==> src/hw/rtl/ntsc_pkg.sv <==
// Shared types and constants for the number-to-speech clip sequencer.
// No dependencies; imported by every module of the block.
package ntsc_pkg;

  localparam int NumSlots = 10;
  localparam int ClipW    = 8;
  localparam int MagW     = 20;
  localparam int GrpW     = 10;

  localparam logic signed [31:0] MaxMag = 32'sd999999;

  // floor(2^30 / 1000); the quotient may come out one low and is corrected
  localparam logic [20:0] Recip1000 = 21'd1073741;
  localparam logic [7:0]  CompoundBase = 8'd200;
  localparam logic [7:0]  TeenBase     = 8'd10;

  typedef enum logic [2:0] {
    CfgCompound = 3'd0,
    CfgZero     = 3'd1,
    CfgMinus    = 3'd2,
    CfgHundred  = 3'd3,
    CfgThousand = 3'd4
  } ntsc_cfg_idx_t;

  // spoken order of the clip slots
  localparam int SlotLead     = 0;
  localparam int SlotHthDigit = 1;
  localparam int SlotHthWord  = 2;
  localparam int SlotThTens   = 3;
  localparam int SlotThUnits  = 4;
  localparam int SlotThWord   = 5;
  localparam int SlotHDigit   = 6;
  localparam int SlotHWord    = 7;
  localparam int SlotTens     = 8;
  localparam int SlotUnits    = 9;

  typedef struct packed {
    logic       compound;
    logic [7:0] zero_clip;
    logic [7:0] minus_clip;
    logic [7:0] hundred_clip;
    logic [7:0] thousand_clip;
  } ntsc_cfg_t;

  typedef struct packed {
    logic       neg;
    logic       oor;
    logic       zero;
    logic       hi_nz;
    logic [3:0] d5;
    logic [3:0] d4;
    logic [3:0] d3;
    logic [3:0] d2;
    logic [3:0] d1;
    logic [3:0] d0;
  } ntsc_digits_t;

  typedef struct packed {
    logic                               oor;
    logic [NumSlots-1:0]                mask;
    logic [NumSlots-1:0][ClipW-1:0]     clips;
  } ntsc_plan_t;

endpackage

==> src/hw/rtl/number_to_speech_clip_sequencer_unit.sv <==
// Top level of the number-to-speech clip sequencer: config registers and pipeline.
// Depends on ntsc_pkg, ntsc_split, ntsc_plan and ntsc_emit.
//
// Input channel (in_valid/in_ready/number) takes one signed 32-bit word per
// cycle while in_ready is high. Output channel (out_valid/out_ready) returns
// the clips that say it, one word per cycle while out_ready is high, with last
// on the final clip. A value beyond +/-999999 returns one word: clip 0, last
// and out_of_range set. Config port (cfg_we/cfg_index/cfg_data) writes a register;
// indexes beyond the five registers are dropped. Write only while idle.
// A number passes the five split stages and the plan register; the serializer
// then registers its first clip. Throughput: one clip per cycle while out_ready
// is high; a number gives 1 to 10 clips, paced by the single serializer. Six
// register stages ahead of it take a new number every cycle while they have room.
// Reset clears the config registers to 0 and empties the pipeline; data registers are not reset.
// A stall on out_ready holds the output word; the serializer and pipeline
// stages back up in turn and in_ready drops once all are full.
module number_to_speech_clip_sequencer_unit import ntsc_pkg::*; (
  input  logic        clk,
  input  logic        rst,
  input  logic        in_valid,
  output logic        in_ready,
  input  logic [31:0] number,
  output logic        out_valid,
  input  logic        out_ready,
  output logic [7:0]  clip,
  output logic        last,
  output logic        out_of_range,
  input  logic        cfg_we,
  input  logic [2:0]  cfg_index,
  input  logic [7:0]  cfg_data
);

  ntsc_cfg_t    cfg;
  ntsc_digits_t dig;
  ntsc_plan_t   plan;
  logic         dig_valid, dig_ready, plan_valid, plan_ready;

  always_ff @(posedge clk) begin
    if (rst) begin
      cfg <= '0;
    end else if (cfg_we) begin
      case (cfg_index)
        CfgCompound: cfg.compound      <= cfg_data[0];
        CfgZero:     cfg.zero_clip     <= cfg_data;
        CfgMinus:    cfg.minus_clip    <= cfg_data;
        CfgHundred:  cfg.hundred_clip  <= cfg_data;
        CfgThousand: cfg.thousand_clip <= cfg_data;
        default: ;
      endcase
    end
  end

  ntsc_split u_split (
    .clk       (clk),
    .rst       (rst),
    .in_valid  (in_valid),
    .in_ready  (in_ready),
    .number    (number),
    .dig_valid (dig_valid),
    .dig_ready (dig_ready),
    .dig       (dig)
  );

  ntsc_plan u_plan (
    .clk        (clk),
    .rst        (rst),
    .cfg        (cfg),
    .dig_valid  (dig_valid),
    .dig_ready  (dig_ready),
    .dig        (dig),
    .plan_valid (plan_valid),
    .plan_ready (plan_ready),
    .plan       (plan)
  );

  ntsc_emit u_emit (
    .clk          (clk),
    .rst          (rst),
    .plan_valid   (plan_valid),
    .plan_ready   (plan_ready),
    .plan         (plan),
    .out_valid    (out_valid),
    .out_ready    (out_ready),
    .clip         (clip),
    .last         (last),
    .out_of_range (out_of_range)
  );

endmodule

==> src/hw/rtl/ntsc_split.sv <==
// Five-stage pipeline: sign, range check and magnitude, then decimal digits.
// Depends on ntsc_pkg.
module ntsc_split import ntsc_pkg::*; (
  input  logic               clk,
  input  logic               rst,
  input  logic               in_valid,
  output logic               in_ready,
  input  logic [31:0]        number,
  output logic               dig_valid,
  input  logic               dig_ready,
  output ntsc_digits_t       dig
);

  logic v1, v2, v3, v4, v5;
  logic rdy1, rdy2, rdy3, rdy4, rdy5;

  assign rdy5 = !v5 || dig_ready;
  assign rdy4 = !v4 || rdy5;
  assign rdy3 = !v3 || rdy4;
  assign rdy2 = !v2 || rdy3;
  assign rdy1 = !v1 || rdy2;
  assign in_ready  = rdy1;
  assign dig_valid = v5;

  always_ff @(posedge clk) begin
    if (rst) begin
      v1 <= 1'b0;
      v2 <= 1'b0;
      v3 <= 1'b0;
      v4 <= 1'b0;
      v5 <= 1'b0;
    end else begin
      if (rdy1) v1 <= in_valid;
      if (rdy2) v2 <= v1;
      if (rdy3) v3 <= v2;
      if (rdy4) v4 <= v3;
      if (rdy5) v5 <= v4;
    end
  end

  // stage 1: sign, range, magnitude
  logic signed [31:0] num_s;
  logic [31:0]        abs0;
  logic               neg1, oor1, zero1;
  logic [MagW-1:0]    mag1;

  assign num_s = number;
  assign abs0  = number[31] ? (~number + 32'd1) : number;

  always_ff @(posedge clk) begin
    if (rdy1) begin
      neg1  <= number[31];
      oor1  <= (num_s > MaxMag) || (num_s < -MaxMag);
      zero1 <= (number == 32'd0);
      mag1  <= abs0[MagW-1:0];
    end
  end

  // stage 2: approximate quotient by 1000
  logic [40:0]     prod2;
  logic            neg2, oor2, zero2;
  logic [MagW-1:0] mag2;
  logic [GrpW-1:0] q2;

  assign prod2 = 41'(mag1) * 41'(Recip1000);

  always_ff @(posedge clk) begin
    if (rdy2) begin
      neg2  <= neg1;
      oor2  <= oor1;
      zero2 <= zero1;
      mag2  <= mag1;
      q2    <= prod2[39:30];
    end
  end

  // stage 3: correct quotient, split into thousands and low groups
  logic [MagW-1:0] qk3, rem3;
  logic            ge3;
  logic            neg3, oor3, zero3, hinz3;
  logic [GrpW-1:0] hi3, lo3;

  assign qk3  = MagW'(q2) * 20'd1000;
  assign rem3 = mag2 - qk3;
  assign ge3  = (rem3 >= 20'd1000);

  always_ff @(posedge clk) begin
    if (rdy3) begin
      neg3  <= neg2;
      oor3  <= oor2;
      zero3 <= zero2;
      hi3   <= ge3 ? q2 + 10'd1 : q2;
      lo3   <= ge3 ? GrpW'(rem3 - 20'd1000) : rem3[GrpW-1:0];
      hinz3 <= ge3 || (q2 != 10'd0);
    end
  end

  // stage 4: hundreds digit of each group, x/100 == (x*41)>>12 for x < 1000
  logic [15:0] ph4, pl4;
  logic [3:0]  hh4, hl4;
  logic [6:0]  rh4, rl4;
  logic        neg4, oor4, zero4, hinz4;

  assign ph4 = 16'(hi3) * 16'd41;
  assign pl4 = 16'(lo3) * 16'd41;

  always_ff @(posedge clk) begin
    if (rdy4) begin
      neg4  <= neg3;
      oor4  <= oor3;
      zero4 <= zero3;
      hinz4 <= hinz3;
      hh4   <= ph4[15:12];
      hl4   <= pl4[15:12];
      rh4   <= 7'(hi3 - GrpW'(ph4[15:12]) * 10'd100);
      rl4   <= 7'(lo3 - GrpW'(pl4[15:12]) * 10'd100);
    end
  end

  // stage 5: tens and units, x/10 == (x*205)>>11 for x < 100
  logic [14:0] pth5, ptl5;

  assign pth5 = 15'(rh4) * 15'd205;
  assign ptl5 = 15'(rl4) * 15'd205;

  always_ff @(posedge clk) begin
    if (rdy5) begin
      dig.neg   <= neg4;
      dig.oor   <= oor4;
      dig.zero  <= zero4;
      dig.hi_nz <= hinz4;
      dig.d5    <= hh4;
      dig.d4    <= pth5[14:11];
      dig.d3    <= 4'(rh4 - 7'(pth5[14:11]) * 7'd10);
      dig.d2    <= hl4;
      dig.d1    <= ptl5[14:11];
      dig.d0    <= 4'(rl4 - 7'(ptl5[14:11]) * 7'd10);
    end
  end

endmodule

==> src/hw/rtl/ntsc_plan.sv <==
// Pipeline stage that maps six digits onto the ten clip slots and their enables.
// Depends on ntsc_pkg.
module ntsc_plan import ntsc_pkg::*; (
  input  logic         clk,
  input  logic         rst,
  input  ntsc_cfg_t    cfg,
  input  logic         dig_valid,
  output logic         dig_ready,
  input  ntsc_digits_t dig,
  output logic         plan_valid,
  input  logic         plan_ready,
  output ntsc_plan_t   plan
);

  ntsc_plan_t nxt;
  logic       active;

  assign dig_ready = !plan_valid || plan_ready;

  always_comb begin
    active = !dig.oor && !dig.zero;
    nxt.oor = dig.oor;
    nxt.mask = '0;
    nxt.clips = '0;

    nxt.mask[SlotLead]  = dig.oor || dig.zero || dig.neg;
    nxt.clips[SlotLead] = dig.oor ? 8'd0 : (dig.zero ? cfg.zero_clip : cfg.minus_clip);

    nxt.mask[SlotHthDigit]  = active && (dig.d5 != 4'd0);
    nxt.clips[SlotHthDigit] = cfg.compound ? CompoundBase + 8'(dig.d5) : 8'(dig.d5);
    nxt.mask[SlotHthWord]   = active && (dig.d5 != 4'd0) && !cfg.compound;
    nxt.clips[SlotHthWord]  = cfg.hundred_clip;

    nxt.mask[SlotThTens]  = active && dig.hi_nz && (dig.d4 != 4'd0);
    nxt.clips[SlotThTens] = (dig.d4 == 4'd1) ? TeenBase + 8'(dig.d3)
                                              : 8'({dig.d4, 3'b000}) + 8'({dig.d4, 1'b0});
    nxt.mask[SlotThUnits]  = active && dig.hi_nz && (dig.d4 != 4'd1) && (dig.d3 != 4'd0);
    nxt.clips[SlotThUnits] = 8'(dig.d3);
    nxt.mask[SlotThWord]   = active && dig.hi_nz;
    nxt.clips[SlotThWord]  = cfg.thousand_clip;

    nxt.mask[SlotHDigit]  = active && (dig.d2 != 4'd0);
    nxt.clips[SlotHDigit] = cfg.compound ? CompoundBase + 8'(dig.d2) : 8'(dig.d2);
    nxt.mask[SlotHWord]   = active && (dig.d2 != 4'd0) && !cfg.compound;
    nxt.clips[SlotHWord]  = cfg.hundred_clip;

    nxt.mask[SlotTens]  = active && (dig.d1 != 4'd0);
    nxt.clips[SlotTens] = (dig.d1 == 4'd1) ? TeenBase + 8'(dig.d0)
                                            : 8'({dig.d1, 3'b000}) + 8'({dig.d1, 1'b0});
    nxt.mask[SlotUnits]  = active && (dig.d1 != 4'd1) && (dig.d0 != 4'd0);
    nxt.clips[SlotUnits] = 8'(dig.d0);
  end

  always_ff @(posedge clk) begin
    if (rst) begin
      plan_valid <= 1'b0;
    end else if (dig_ready) begin
      plan_valid <= dig_valid;
    end
  end

  always_ff @(posedge clk) begin
    if (dig_ready) begin
      plan <= nxt;
    end
  end

endmodule

==> src/hw/rtl/ntsc_emit.sv <==
// Output serializer: walks the enabled slots of one plan, one word per cycle while out_ready is high.
// Depends on ntsc_pkg.
module ntsc_emit import ntsc_pkg::*; (
  input  logic             clk,
  input  logic             rst,
  input  logic             plan_valid,
  output logic             plan_ready,
  input  ntsc_plan_t       plan,
  output logic             out_valid,
  input  logic             out_ready,
  output logic [ClipW-1:0] clip,
  output logic             last,
  output logic             out_of_range
);

  logic [NumSlots-1:0]            mask, low, mask_after;
  logic [NumSlots-1:0][ClipW-1:0] clips;
  logic                           oor;
  logic                           out_free, step, load;
  logic [ClipW-1:0]               sel;

  assign out_free   = !out_valid || out_ready;
  assign step       = out_free && (mask != '0);
  assign low        = mask & (~mask + NumSlots'(1));
  assign mask_after = step ? (mask & ~low) : mask;
  assign plan_ready = (mask_after == '0);
  assign load       = plan_valid && plan_ready;

  always_comb begin
    sel = '0;
    for (int i = 0; i < NumSlots; i++) begin
      sel = sel | (clips[i] & {ClipW{low[i]}});
    end
  end

  always_ff @(posedge clk) begin
    if (rst) begin
      mask      <= '0;
      out_valid <= 1'b0;
    end else begin
      mask <= load ? plan.mask : mask_after;
      if (step) begin
        out_valid <= 1'b1;
      end else if (out_ready) begin
        out_valid <= 1'b0;
      end
    end
  end

  always_ff @(posedge clk) begin
    if (load) begin
      clips <= plan.clips;
      oor   <= plan.oor;
    end
    if (step) begin
      clip         <= sel;
      last         <= ((mask & ~low) == '0);
      out_of_range <= oor;
    end
  end

endmodule

==> config.mk <==
export PLATFORM = sky130hd
export DESIGN_NAME = number_to_speech_clip_sequencer_unit
export DESIGN_NICKNAME = d
export VERILOG_FILES = /design/src/hw/rtl/ntsc_pkg.sv /design/src/hw/rtl/number_to_speech_clip_sequencer_unit.sv /design/src/hw/rtl/ntsc_split.sv /design/src/hw/rtl/ntsc_plan.sv /design/src/hw/rtl/ntsc_emit.sv
export SDC_FILE = /design/constraint.sdc
export NUM_CORES = 1
export LEC_CHECK = 0
export ABC_AREA = 1
export BUFFER_PORTS_ARGS = -buffer_cell sky130_fd_sc_hd__buf_2
export CAP_MARGIN = 15
export CORE_MARGIN = 4
export CORE_UTILIZATION = 41
export DETAILED_ROUTE_END_ITERATION = 6
export PLACE_DENSITY = 0.6
export SLEW_MARGIN = 30
export SYNTH_ARGS = -nofsm -noshare
export SYNTH_HDL_FRONTEND = slang
export SYNTH_HIERARCHICAL = 1
export SYNTH_SLANG_ARGS = --single-unit
==> constraint.sdc <==
create_clock -name clk -period 19.92 [get_ports clk]
set_clock_uncertainty 0.15 [all_clocks]
set_input_delay 0.996 -clock clk [delete_from_list [all_inputs] [get_ports clk]]
set_output_delay 0.996 -clock clk [all_outputs]
set_load 0.02 [all_outputs]
* Yosys cells after proc, flatten, opt, wreduce, memory -nomap -nowiden
Index checks and enable logic that the tools add are counted.
** Storage, ports and cells
- Flip-flop bits (word level) :: 334
- Input port bits :: 48
- Output and inout port bits :: 12
- Logic and storage cells :: 197
** Operators by class
- Add/sub/neg operators :: 15
- Multipliers :: 10
- $lt $le $gt $ge :: 3
- Eq/ne operators :: 8
- Muxes and demuxes :: 12
- Bitwise operators :: 24
- Reductions and logical operators :: 53
** Operators with widths (number)
- $or 8x8->8 :: 9
- $and 8x8->8 :: 8
- $mul 20x21->40 const B :: 1
- $mux 10 :: 4
- $gt 32x21->1 const B :: 1
- $logic_not 32->1 :: 1
- $lt 32x21->1 const B :: 1
- $mul 10x6->16 const B :: 2
- $mul 7x8->15 const B :: 2
- $mux 8 :: 3
- $reduce_bool 4->1 :: 6
- $add 10x1->10 const B :: 2
- $add 20x1->20 const B :: 1
- $and 10x10->10 :: 2
- $ge 20x10->1 const B :: 1
- $logic_not 10->1 :: 2
- $mux 20 :: 1
- $not 10->10 :: 2
- $not 20->20 :: 1
- $reduce_bool 10->1 :: 2
- $sub 20x20->20 :: 1
- $mul 10x7->17 const B :: 1
- $add 7x5->8 :: 2
- $add 7x5->8 const A :: 2
- other kinds (20) :: 67

* Longest topological paths before layout
Gate-level depths: netlist of the first run.
- Word-level depth :: 13
- Depth in mapped cells :: 34
- Depth with buffers taken out :: 33

* Modules after synthesis
The synthesis of the first run kept the hierarchy.
** Modules (own cells, without submodules)
- ntsc_split :: times used 1, cells each 2009, area each 18079.8 sq um, sequential area each 4124.0 sq um
- ntsc_emit :: times used 1, cells each 330, area each 4076.4 sq um, sequential area each 2952.8 sq um
- ntsc_plan :: times used 1, cells each 248, area each 3056.7 sq um, sequential area each 2122.0 sq um
- number_to_speech_clip_sequencer_unit :: times used 1, cells each 199, area each 1396.3 sq um, sequential area each 660.6 sq um

* Worst setup path after synthesis of the first run
OpenSTA, ideal clock, no wires.
- Path type :: in2reg
- Start point :: input out_ready
- End point :: register u_emit/clips[0] in the netlist's numbering (enable)
- Library setup time :: 637 ps
- Arrival :: 7595 ps
- Data required time :: 19133 ps
- Slack :: 11538 ps
- Cell stages on the path :: 8
- Buffers on the path :: 0
- Cells stage by stage :: inv_1 -> nand2_1 -> nor2_1 -> nor2_2 -> nand3_2 -> nor2_2 -> nand2_2 -> nor3b_1
** On the way
- Word-level cells in the longest chain between the ends :: 5
** RTL lines
- from (decl) :: RTL line number_to_speech_clip_sequencer_unit.sv:24 : input logic out_ready,
- $logic_or 1x1->1 :: RTL line ntsc_emit.sv:22 : assign out_free = !out_valid || out_ready;
- $logic_and 1x1->1 :: RTL line ntsc_emit.sv:23 : assign step = out_free && (mask != '0);
- $mux 10 :: RTL line ntsc_emit.sv:25 : assign mask_after = step ? (mask & ~low) : mask;
- $logic_not 10->1 :: RTL line ntsc_emit.sv:26 : assign plan_ready = (mask_after == '0);
- $logic_and 1x1->1 :: RTL line ntsc_emit.sv:27 : assign load = plan_valid && plan_ready;
- net u_emit.load :: RTL line ntsc_emit.sv:19 : logic out_free, step, load;
- to (signal assigned) :: RTL line ntsc_emit.sv:52 : clips <= plan.clips;
- to (decl) :: RTL line ntsc_emit.sv:17 : logic [NumSlots-1:0][ClipW-1:0] clips;
The timed path passes the listed nets, and every way through them passes these cells.
A chain may end at the register's enable or synchronous reset.

* Worst setup path after layout of the first run
- Start point :: register u_emit.mask[0]
- End point :: output in_ready
** On the way
- Word-level cells in the longest chain between the ends :: 13
- Elaborated cells between the ends (all ways) :: 15
- Those cells by class :: add/sub: 1; mux: 1; bitwise: 4; reduce/logical: 9
** RTL lines
- from (decl) :: RTL line ntsc_emit.sv:16 : logic [NumSlots-1:0] mask, low, mask_after;
- from (signal assigned) :: RTL line ntsc_emit.sv:41 : mask <= load ? plan.mask : mask_after;
- $not 10->10 :: RTL line ntsc_emit.sv:24 : assign low = mask & (~mask + NumSlots'(1));
- $add 10x1->10 :: RTL line ntsc_emit.sv:24
- $and 10x10->10 :: RTL line ntsc_emit.sv:24
- $not 10->10 :: RTL line ntsc_emit.sv:25
- $and 10x10->10 :: RTL line ntsc_emit.sv:25
- $mux 10 (*) :: RTL line ntsc_emit.sv:25
- $logic_not 10->1 (*) :: RTL line ntsc_emit.sv:26
- net plan_ready :: RTL line number_to_speech_clip_sequencer_unit.sv:36 : logic dig_valid, dig_ready, plan_valid, plan_ready;
- (+1 left out)
- net dig_ready :: RTL line number_to_speech_clip_sequencer_unit.sv:36
- $logic_or 1x1->1 (*) :: RTL line ntsc_split.sv:17 : assign rdy5 = !v5 || dig_ready;
- net u_split.rdy5 :: RTL line ntsc_split.sv:15 : logic rdy1, rdy2, rdy3, rdy4, rdy5;
- $logic_or 1x1->1 (*) :: RTL line ntsc_split.sv:18 : assign rdy4 = !v4 || rdy5;
- net u_split.rdy4 :: RTL line ntsc_split.sv:15
- $logic_or 1x1->1 (*) :: RTL line ntsc_split.sv:19 : assign rdy3 = !v3 || rdy4;
- net u_split.rdy3 :: RTL line ntsc_split.sv:15
- $logic_or 1x1->1 (*) :: RTL line ntsc_split.sv:20 : assign rdy2 = !v2 || rdy3;
- $logic_or 1x1->1 (*) :: RTL line ntsc_split.sv:21 : assign rdy1 = !v1 || rdy2;
- to (decl) :: RTL line number_to_speech_clip_sequencer_unit.sv:21 : output logic in_ready,
The timed path passes the listed nets; every way through them passes the cells marked *.

==> impl_metrics.yaml, run 1 <==
run_status:
  status: "complete, no violations"
logic_synthesis:
  netlist.area_leader.share: 0.333
  synth.most_common_cell: "inv_1"
  yosysUniqueCellTypes: 56
  async_flop_share: 0
  synth-warning-count: 6
  yosys-top-cells-area: "edfxtp_1 33%, ha_1 20%, fa_1 11%"
  synth_largest_area_cell: "edfxtp_1"
  synth_top_family_by_area: "adder cells"
  netlist_instances: 2786
  synth-simple-area-share: 0.166
  syn_area_per_cell_um2: 9.55
  synth_seq_area_share: 0.371
  synth_edf_count: 295
  synth_area_um2: 26600
  yosys-top-cells-count: "544 x inv_1, 503 x nand2_1, 416 x ha_1, 295 x edfxtp_1, 226 x nor2_1"
  synth_mux_area_frac: 0
  ys.flop_type: "edfxtp_1"
  synth-compound-area-share: 0.0480
  synthAdderAreaFrac: 0.304
  synth.ff_latch_count: 345
  synth_xor_area_frac: 0.0240
critical_path:
  crit_family: "buffers and inverters"
  cp-start-kind: "flop"
  crit_type: "reg2out"
  r2r-start: "u_split/q2[7]"
  rr_worst_depth: 31
  r2r-end: "u_split/lo3[9]"
  cpMostUsedCell: "nor2_1"
  cp_cell_sequence: "nor2_4, nand2_4, nor2_8, nand2_4, nand2_4, nand2_1, nand2_1, nor2_1, nand2_2, nor2_4, inv_1, nand2_2, buf_4, nor2_1, inv_2, nor2_1, inv_2, nor2_1, inv_1, buf_4, nor2_1, nand2_2, buf_2"
  rrSetupSlack_ns: 13.24
  slowest_delay_ns: 0.68
  critPathMaxFanout: 72
  arrival_ns: 5.83
  end_kind: "primary output"
  cp_slowest_cell: "buf_4"
  cp.required_ns: 18.77
  cp_num_buf_inv: 7
grt:
  grt_max_degree: 82
  antenna_found_initial: 0
  grt_pass1_vias: 19200
  grt-ovfl-total: 0
  grtUsageTotal: 0.167
  grt_pass1_wl_um: 95900
layout:
  fill_cells: 6130
  antennaDiodeCount: 0
  final_cells: 3743
  area_growth_pct: 8.88
  nets: 3470
  drive_gt1_frac: 0.0658
clocking:
  numCtsBuffers: 36
  clk_pin_slew_worst_paths_ns: 0.06
  cts.sinks: 345
  htree_levels: 2
  cts_resized: 0
  cts.path.max_buffers: 3
  clock-root-buffer: "clkbuf_16"
  cts_tree: "built"
  worst_skew_pair.late_latency_ns: 0.53
  cts_setup_buffers: 0
  hold_buffers: 0
timing:
  finalCritPeriodShare: 0.350
  finalMaxSlewViolations: 0
  worstMarginPinSlew_ns: 0.897
  rsz0062_at_grt: "no"
  fin_crit_ns: 6.98
  slew_headroom: 0.402
  hold_ws_ns: 0.266
  setup_viol: 0
  final.setup.tns_ns: 0
  fmax_mhz: 143
  final_hold_viol_count: 0
route:
  drt_first_pass_iters: 5
  vias_per_cell: 4.94
  via_count: 18500
  drc: 0
  ant_nets: 0
  wl_um: 57300
  wl_per_cell_um: 15.3
  drt-initial-drc-count: 988
run:
  maxCapViolCount: 0
place:
  gp_congestion: 0.879
  dpl.hpwl_um: 47000
  port_buffers: 59
  post-place-cells: 3679
hold_path:
  holdPathStages: 0
  worstHoldStart: "u_plan/plan[25]"
  worstHoldPathType: "reg2reg"
  min_to: "u_emit/clips[25]"
floorplan:
  start_util: 0.414
  core_um2: 64300
  die_w_um: 263
  die_height_um: 263
  rows: 93
  dieArea_um2: 69000
  io_pins: 60
layout by cell type (no fill, tap or decap), drive strengths merged, types with 4 or more instances in the layout:
cell type and n:
a211oi 6, a21boi 4, a21o 11, a21oi 97, a221oi 9, a31oi 19, buf 63, clkbuf 43
clkinv 12, clkinvlp 6, conb 10, dfxtp 50, edfxtp 295, fa 144, ha 416, inv 553
nand2 518, nand3 136, nand3b 10, nand4 43, nor2 251, nor3 22, nor4 6, o211ai 4
o21ai 48, o21bai 6, or2 10, xnor2 21, xor2 52
cell type report:
| class | count | area, um2 | area share |
|---|---|---|---|
| inverters | 552 | 2080 | 0.0718 |
| repair buffers | 63 | 329 | 0.0114 |
| clock buffers | 43 | 947 | 0.0327 |
| clock inverters | 21 | 210 | 0.00726 |
| well taps | 855 | 1070 | 0.0369 |
| multi-input cells | 1864 | 14500 | 0.500 |
| flip-flops and latches | 345 | 9860 | 0.340 |
layer usage:
| metal | share of wire | vias to the layer above | GRT usage |
|---|---|---|---|
| met5 | 0 | - | 0 |
| met4 | 0.031 | 0 | 0.0462 |
| met3 | 0.033 | 98 | 0.0189 |
| met2 | 0.49 | 339 | 0.303 |
| met1 | 0.44 | 8780 | 0.212 |
| li1 | - | 9265 | - |
sequential cells by signal, summed over array words and instances (netlist names), 4 cells and up:
register / count
u_split/lo3: 10
u_split/rh4: 7
u_split/hi3: 10
u_split/hh4: 4
u_split/q2: 10
cfg: 33
u_split/hl4: 4
u_emit/clip: 8
u_split/rl4: 7
u_split/mag1: 20
u_split/dig: 28
u_emit/mask: 10
u_plan/plan: 70
u_emit/clips: 80
u_split/mag2: 20
worst register-to-register path: cells and delay by family, from the launching register on:
| kind | cells | cell delay [ns] |
|---|---|---|
| and+or+nand+nor | 13 | 1.35 |
| buffers and inverters | 6 | 0.55 |
| xor gates and xnor gates | 1 | 0.13 |
| AOI/OAI and AO/OA | 5 | 1.00 |
| DFF | 1 | 0.69 |
| adders and majority gates | 6 | 2.55 |
worst max-delay path by stage:
stage	startpoint	end	slack, ns	cells after the start
2_1_floorplan	out_ready	u_emit/clips[0]	11.54	8
3_3_place_gp	out_ready	in_ready	12.17	22
3_5_place_dp	out_ready	in_ready	12.09	22
4_1_cts	u_emit/mask[0]	in_ready	11.86	23
5_1_grt	u_emit/mask[0]	in_ready	12.29	23
6_report	u_emit/mask[0]	in_ready	12.94	23
logic make-up (layout without fill, tap and decap cells):
kind of cell,count (synthesis),in the layout
AND/OR/NAND/NOR,1003,1003
adder cells (fa/ha/maj),560,560
XOR/XNOR,73,73
buffers and inverters,586,679
other,1,10
flip-flops,345,345
AO/OA/AOI/OAI,218,218
per-stage QoR:
stage | cell area (um2) | setup slack [ns] | util
detailed placement | 27800 | 12.09 | 0.432
floorplan | 26600 | 11.54 | -
finish | 29000 | 12.94 | 0.450
global placement | 27800 | 12.17 | 0.432
global route | 29000 | 12.29 | 0.450
CTS | 29000 | 11.86 | 0.450
Power of run 1 is not shown: default switching activity piles up to over one toggle a cycle in this logic, so the estimate is an artifact.
==> run 2: changes to the inputs <==
==> constraint.sdc (replaced) <==
create_clock -name clk -period 6.95 [get_ports clk]
set_clock_uncertainty 0.15 [all_clocks]
set_input_delay 0.3475 -clock clk [delete_from_list [all_inputs] [get_ports clk]]
set_output_delay 0.3475 -clock clk [all_outputs]
set_load 0.02 [all_outputs]
==> impl_metrics.yaml, run 2 (synthesis results as in run 1) <==
run_status:
  status: "complete, no violations"
layout:
  nets: 3498
  layout_common_cells: "542 x inv_1, 501 x nand2_1, 416 x ha_1"
  antennaDiodeCount: 0
  drive_gt1_frac: 0.0685
  area_growth_pct: 10.2
  fill_cells: 6042
  max_flop_register: "u_emit/clips"
  reg.largest.list: "u_emit/clips x80, u_plan/plan x70, cfg x33"
  largest_register_ffs: 80
  final_common_cell: "inv_1"
grt:
  grt-ovfl-total: 0
  antenna_found_initial: 0
  grt_pass1_vias: 19200
  grt_max_degree: 72
  grtUsageTotal: 0.176
  grt_pass1_wl_um: 98600
clocking:
  cts_resized: 0
  htree_levels: 2
  cts.path.max_buffers: 3
  worst_skew_pair.late_latency_ns: 0.55
  cts_tree: "built"
  cts.sinks: 345
  clock-root-buffer: "clkbuf_16"
  clk_pin_slew_worst_paths_ns: 0.06
  numCtsBuffers: 38
timing:
  final_hold_viol_count: 0
  rsz0062_at_grt: "no"
  worstMarginPinSlew_ns: 0.933
  setup_viol: 0
  finalMaxSlewViolations: 0
  finalCritPeriodShare: 0.913
  slew_headroom: 0.378
  final.setup.tns_ns: 0
  fin_crit_ns: 6.35
  fmax_mhz: 158
place:
  gp_congestion: 0.948
  port_buffers: 59
  dpl.hpwl_um: 49400
floorplan:
  core_um2: 64300
  dieArea_um2: 69000
  die_w_um: 263
  rows: 93
  start_util: 0.414
  die_height_um: 263
  io_pins: 60
hold_path:
  worstHoldPathType: "in2reg"
  holdPathStages: 2
  worstHoldStart: "number[17]"
  min_to: "u_split/mag1[17]"
critical_path:
  r2r-start: "u_split/q2[3]"
  end_kind: "flop"
  cpMostUsedCell: "nand2_1"
  critPathMaxFanout: 16
  cp_slowest_cell: "fa_1"
  cp.required_ns: 7.10
  rrSetupSlack_ns: 0.60
  r2r-end: "u_split/hi3[7]"
  crit_type: "reg2reg"
  cp-start-kind: "flop"
  arrival_ns: 6.50
  slowest_delay_ns: 0.52
  rr_worst_depth: 29
route:
  wl_per_cell_um: 15.9
  wl_um: 60000
  drt-initial-drc-count: 1029
  vias_per_cell: 4.91
  ant_nets: 0
  via_count: 18500
  drc: 0
  drt_first_pass_iters: 5
run:
  maxCapViolCount: 0
[run 2: worst max-delay path: cells and delay by family (launching register included)]
family | cells | cell delay, ns
fa+ha+maj | 6 | 2.71
flops | 1 | 0.48
xor+xnor | 1 | 0.07
simple gates | 13 | 1.49
compound gates | 5 | 0.74
buf+inv | 4 | 0.43
[run 2: repair_timing]
| action | in CTS | in global routing |
|---|---|---|
| endpoints found under the hold margin | 10 | 0 |
| endpoints found under the setup margin | 0 | 17 |
| setup buffers | 0 | 3 |
| hold buffers | 10 | 0 |
[run 2: how the worst max path moves through the flow]
stage | start | to | cells past startpoint
2_1_floorplan | u_emit/mask[0] | u_split/mag2[0] | 20
3_3_place_gp | u_split/q2[7] | u_split/hi3[5] | 30
3_5_place_dp | u_split/q2[7] | u_split/hinz3 | 30
4_1_cts | u_split/q2[7] | u_split/hi3[7] | 30
5_1_grt | u_split/q2[3] | u_split/lo3[9] | 29
6_report | u_split/q2[3] | u_split/hi3[7] | 29
[run 2: metal layers]
layer  global-route usage  vias to the layer above  part of all wire
met3               0.0233                       92             0.041
met4               0.0527                        0             0.029
met5                    0                        -                 0
met1                0.229                     8762              0.45
met2                0.306                      341              0.48
li1                     -                     9331                 -
[run 2: cell type report]
cell class	count	area [um2]	area share
Tap cell	855	1070	0.0365
Clock inverter	18	268	0.00913
Timing Repair Buffer	89	546	0.0186
Inverter	552	2080	0.0709
Sequential cell	345	9860	0.336
Clock buffer	51	1010	0.0344
Multi-Input combinational cell	1864	14500	0.494
[run 2: through the flow]
stage	cells	hold slack, ns	utilization	worst slack, ns	area (um2)
after global placement	3692	0.253	0.434	0.614	27900
after floorplan	2795	0.250	-	0.486	26600
after CTS	3771	0.0119	0.455	0.481	29300
after detailed placement	3692	0.255	0.434	0.504	27900
final	3774	0.0305	0.456	0.604	29300
after global routing	3774	0.00646	0.456	0.0287	29300
Power of run 2 is left out for the same reason.
==> run 3: changes to the inputs <==
--- a/config.mk
+++ b/config.mk
@@ -9,9 +9,9 @@
 export BUFFER_PORTS_ARGS = -buffer_cell sky130_fd_sc_hd__buf_2
 export CAP_MARGIN = 15
 export CORE_MARGIN = 4
-export CORE_UTILIZATION = 41
+export CORE_UTILIZATION = 54
 export DETAILED_ROUTE_END_ITERATION = 6
-export PLACE_DENSITY = 0.6
+export PLACE_DENSITY = 0.74
 export SLEW_MARGIN = 30
 export SYNTH_ARGS = -nofsm -noshare
 export SYNTH_HDL_FRONTEND = slang
==> impl_metrics.yaml, run 3 (synthesis results as in run 1) <==
critical_path:
  cpMostUsedCell: "nand2_1"
  cp.required_ns: 7.08
  arrival_ns: 6.44
  cp-start-kind: "flop"
  crit_type: "reg2reg"
  slowest_delay_ns: 0.54
  cp_slowest_cell: "edfxtp_1"
  end_kind: "flop"
  critPathMaxFanout: 16
floorplan:
  start_util: 0.545
  rows: 81
  die_w_um: 230
  dieArea_um2: 52900
  die_height_um: 230
  io_pins: 60
  core_um2: 48800
route:
  drc: 0
  drt_first_pass_iters: 6
  drt-initial-drc-count: 1141
  wl_um: 58500
  wl_per_cell_um: 16.4
  vias_per_cell: 5.25
  via_count: 18800
  ant_nets: 0
timing:
  fmax_mhz: 159
  setup_viol: 0
  slew_headroom: 0.399
  rsz0062_at_grt: "no"
  finalCritPeriodShare: 0.908
  fin_crit_ns: 6.31
  finalMaxSlewViolations: 0
  final_hold_viol_count: 0
  worstMarginPinSlew_ns: 0.902
  final.setup.tns_ns: 0
run_status:
  status: "complete, no violations"
grt:
  grtUsageMet2: 0.393
  antenna_found_initial: 1
  grt_max_degree: 72
  grt-ovfl-total: 0
  grt_pass1_wl_um: 95800
  grtUsageTotal: 0.223
  grt_pass1_vias: 19200
  top_usage_layer: "met2"
  met3_usage: 0.0300
  use_met1: 0.284
clocking:
  cts.path.max_buffers: 3
  worst_skew_pair.late_latency_ns: 0.54
  clock-root-buffer: "clkbuf_16"
  clk_pin_slew_worst_paths_ns: 0.06
  cts_tree: "built"
  cts.sinks: 345
  numCtsBuffers: 36
  htree_levels: 2
layout:
  fill_cells: 4114
  reg.largest.list: "u_emit/clips x80, u_plan/plan x70, cfg x33"
  area_growth_pct: 8.70
  final_cells: 3573
  final_common_cell: "inv_1"
  final_area_um2: 28900
  antennaDiodeCount: 0
  max_flop_register: "u_emit/clips"
  layout_common_cells: "540 x inv_1, 502 x nand2_1, 416 x ha_1"
  nets: 3490
  drive_gt1_frac: 0.0701
  largest_register_ffs: 80
place:
  dpl.hpwl_um: 47700
  post_dp_cell_area_um2: 27700
  gp_congestion: 0.953
  port_buffers: 59
  post-place-cells: 3499
run:
  maxCapViolCount: 0
hold_path:
  worstHoldPathType: "in2reg"
run 3: cell types whose count changed in the layout (fill, tap and decap cells not counted), sizes merged:
cell	change
dlygate4sd3	-5
clkinv	+2
bufinv	-1
clkbuf	-10
clkinvlp	+5
buf	-1
run 3: timing repair:
action / CTS / global route
hold buffers: 5 / 0
gates resized for setup: 0 / 3
endpoints found under the setup margin: 0 / 17
setup buffers: 0 / 4
hold endpoints to repair: 5 / 0
run 3: path summary, 6_finish.rpt:
kind / startpoint / endpoint / slack [ns] / cells after the start
worst max register to register: u_split/q2[5] / u_split/lo3[6] / 0.64 / 29
worst max-delay path: u_split/q2[5] / u_split/lo3[6] / 0.64 / 29
worst min-delay path: number[4] / u_split/mag1[4] / 0.02 / 2
worst min register to register: u_split/oor2 / u_split/oor3 / 0.27 / 0
run 3: area by class of cell:
cell class | instances | area [um2] | share of cell area
Timing Repair Buffer | 83 | 488 | 0.0169
Sequential cell | 345 | 9860 | 0.341
Clock buffer | 41 | 930 | 0.0321
Inverter | 552 | 2080 | 0.0719
Clock inverter | 24 | 256 | 0.00887
Multi-Input combinational cell | 1864 | 14500 | 0.501
Tap cell | 664 | 831 | 0.0287
run 3: worst max-delay path: cells and delay by family (launching register included):
| kind | cells | cell delay [ns] |
|---|---|---|
| flip-flops | 1 | 0.54 |
| buffers and inverters | 4 | 0.35 |
| adder cells (fa/ha/maj) | 6 | 2.71 |
| AO/OA/AOI/OAI | 4 | 0.61 |
| XOR/XNOR | 1 | 0.07 |
| AND/OR/NAND/NOR | 14 | 1.63 |
run 3: through the flow:
step | util | hold WS (ns) | setup WS, ns
final | 0.592 | 0.0236 | 0.641
after global routing | 0.592 | 0.0191 | 0.0153
after CTS | 0.591 | 0.00358 | 0.424
after detailed placement | 0.566 | 0.255 | 0.480
after global placement | 0.566 | 0.252 | 0.554
after floorplan | - | 0.250 | 0.486
run 3: per-layer routing:
layer | up-vias | routed length [um]
li1 | 9292 | -
met1 | 8847 | 24800
met2 | 503 | 28800
met3 | 123 | 2860
met4 | 0 | 2080
met5 | - | 0
Power of run 3 is left out for the same reason.
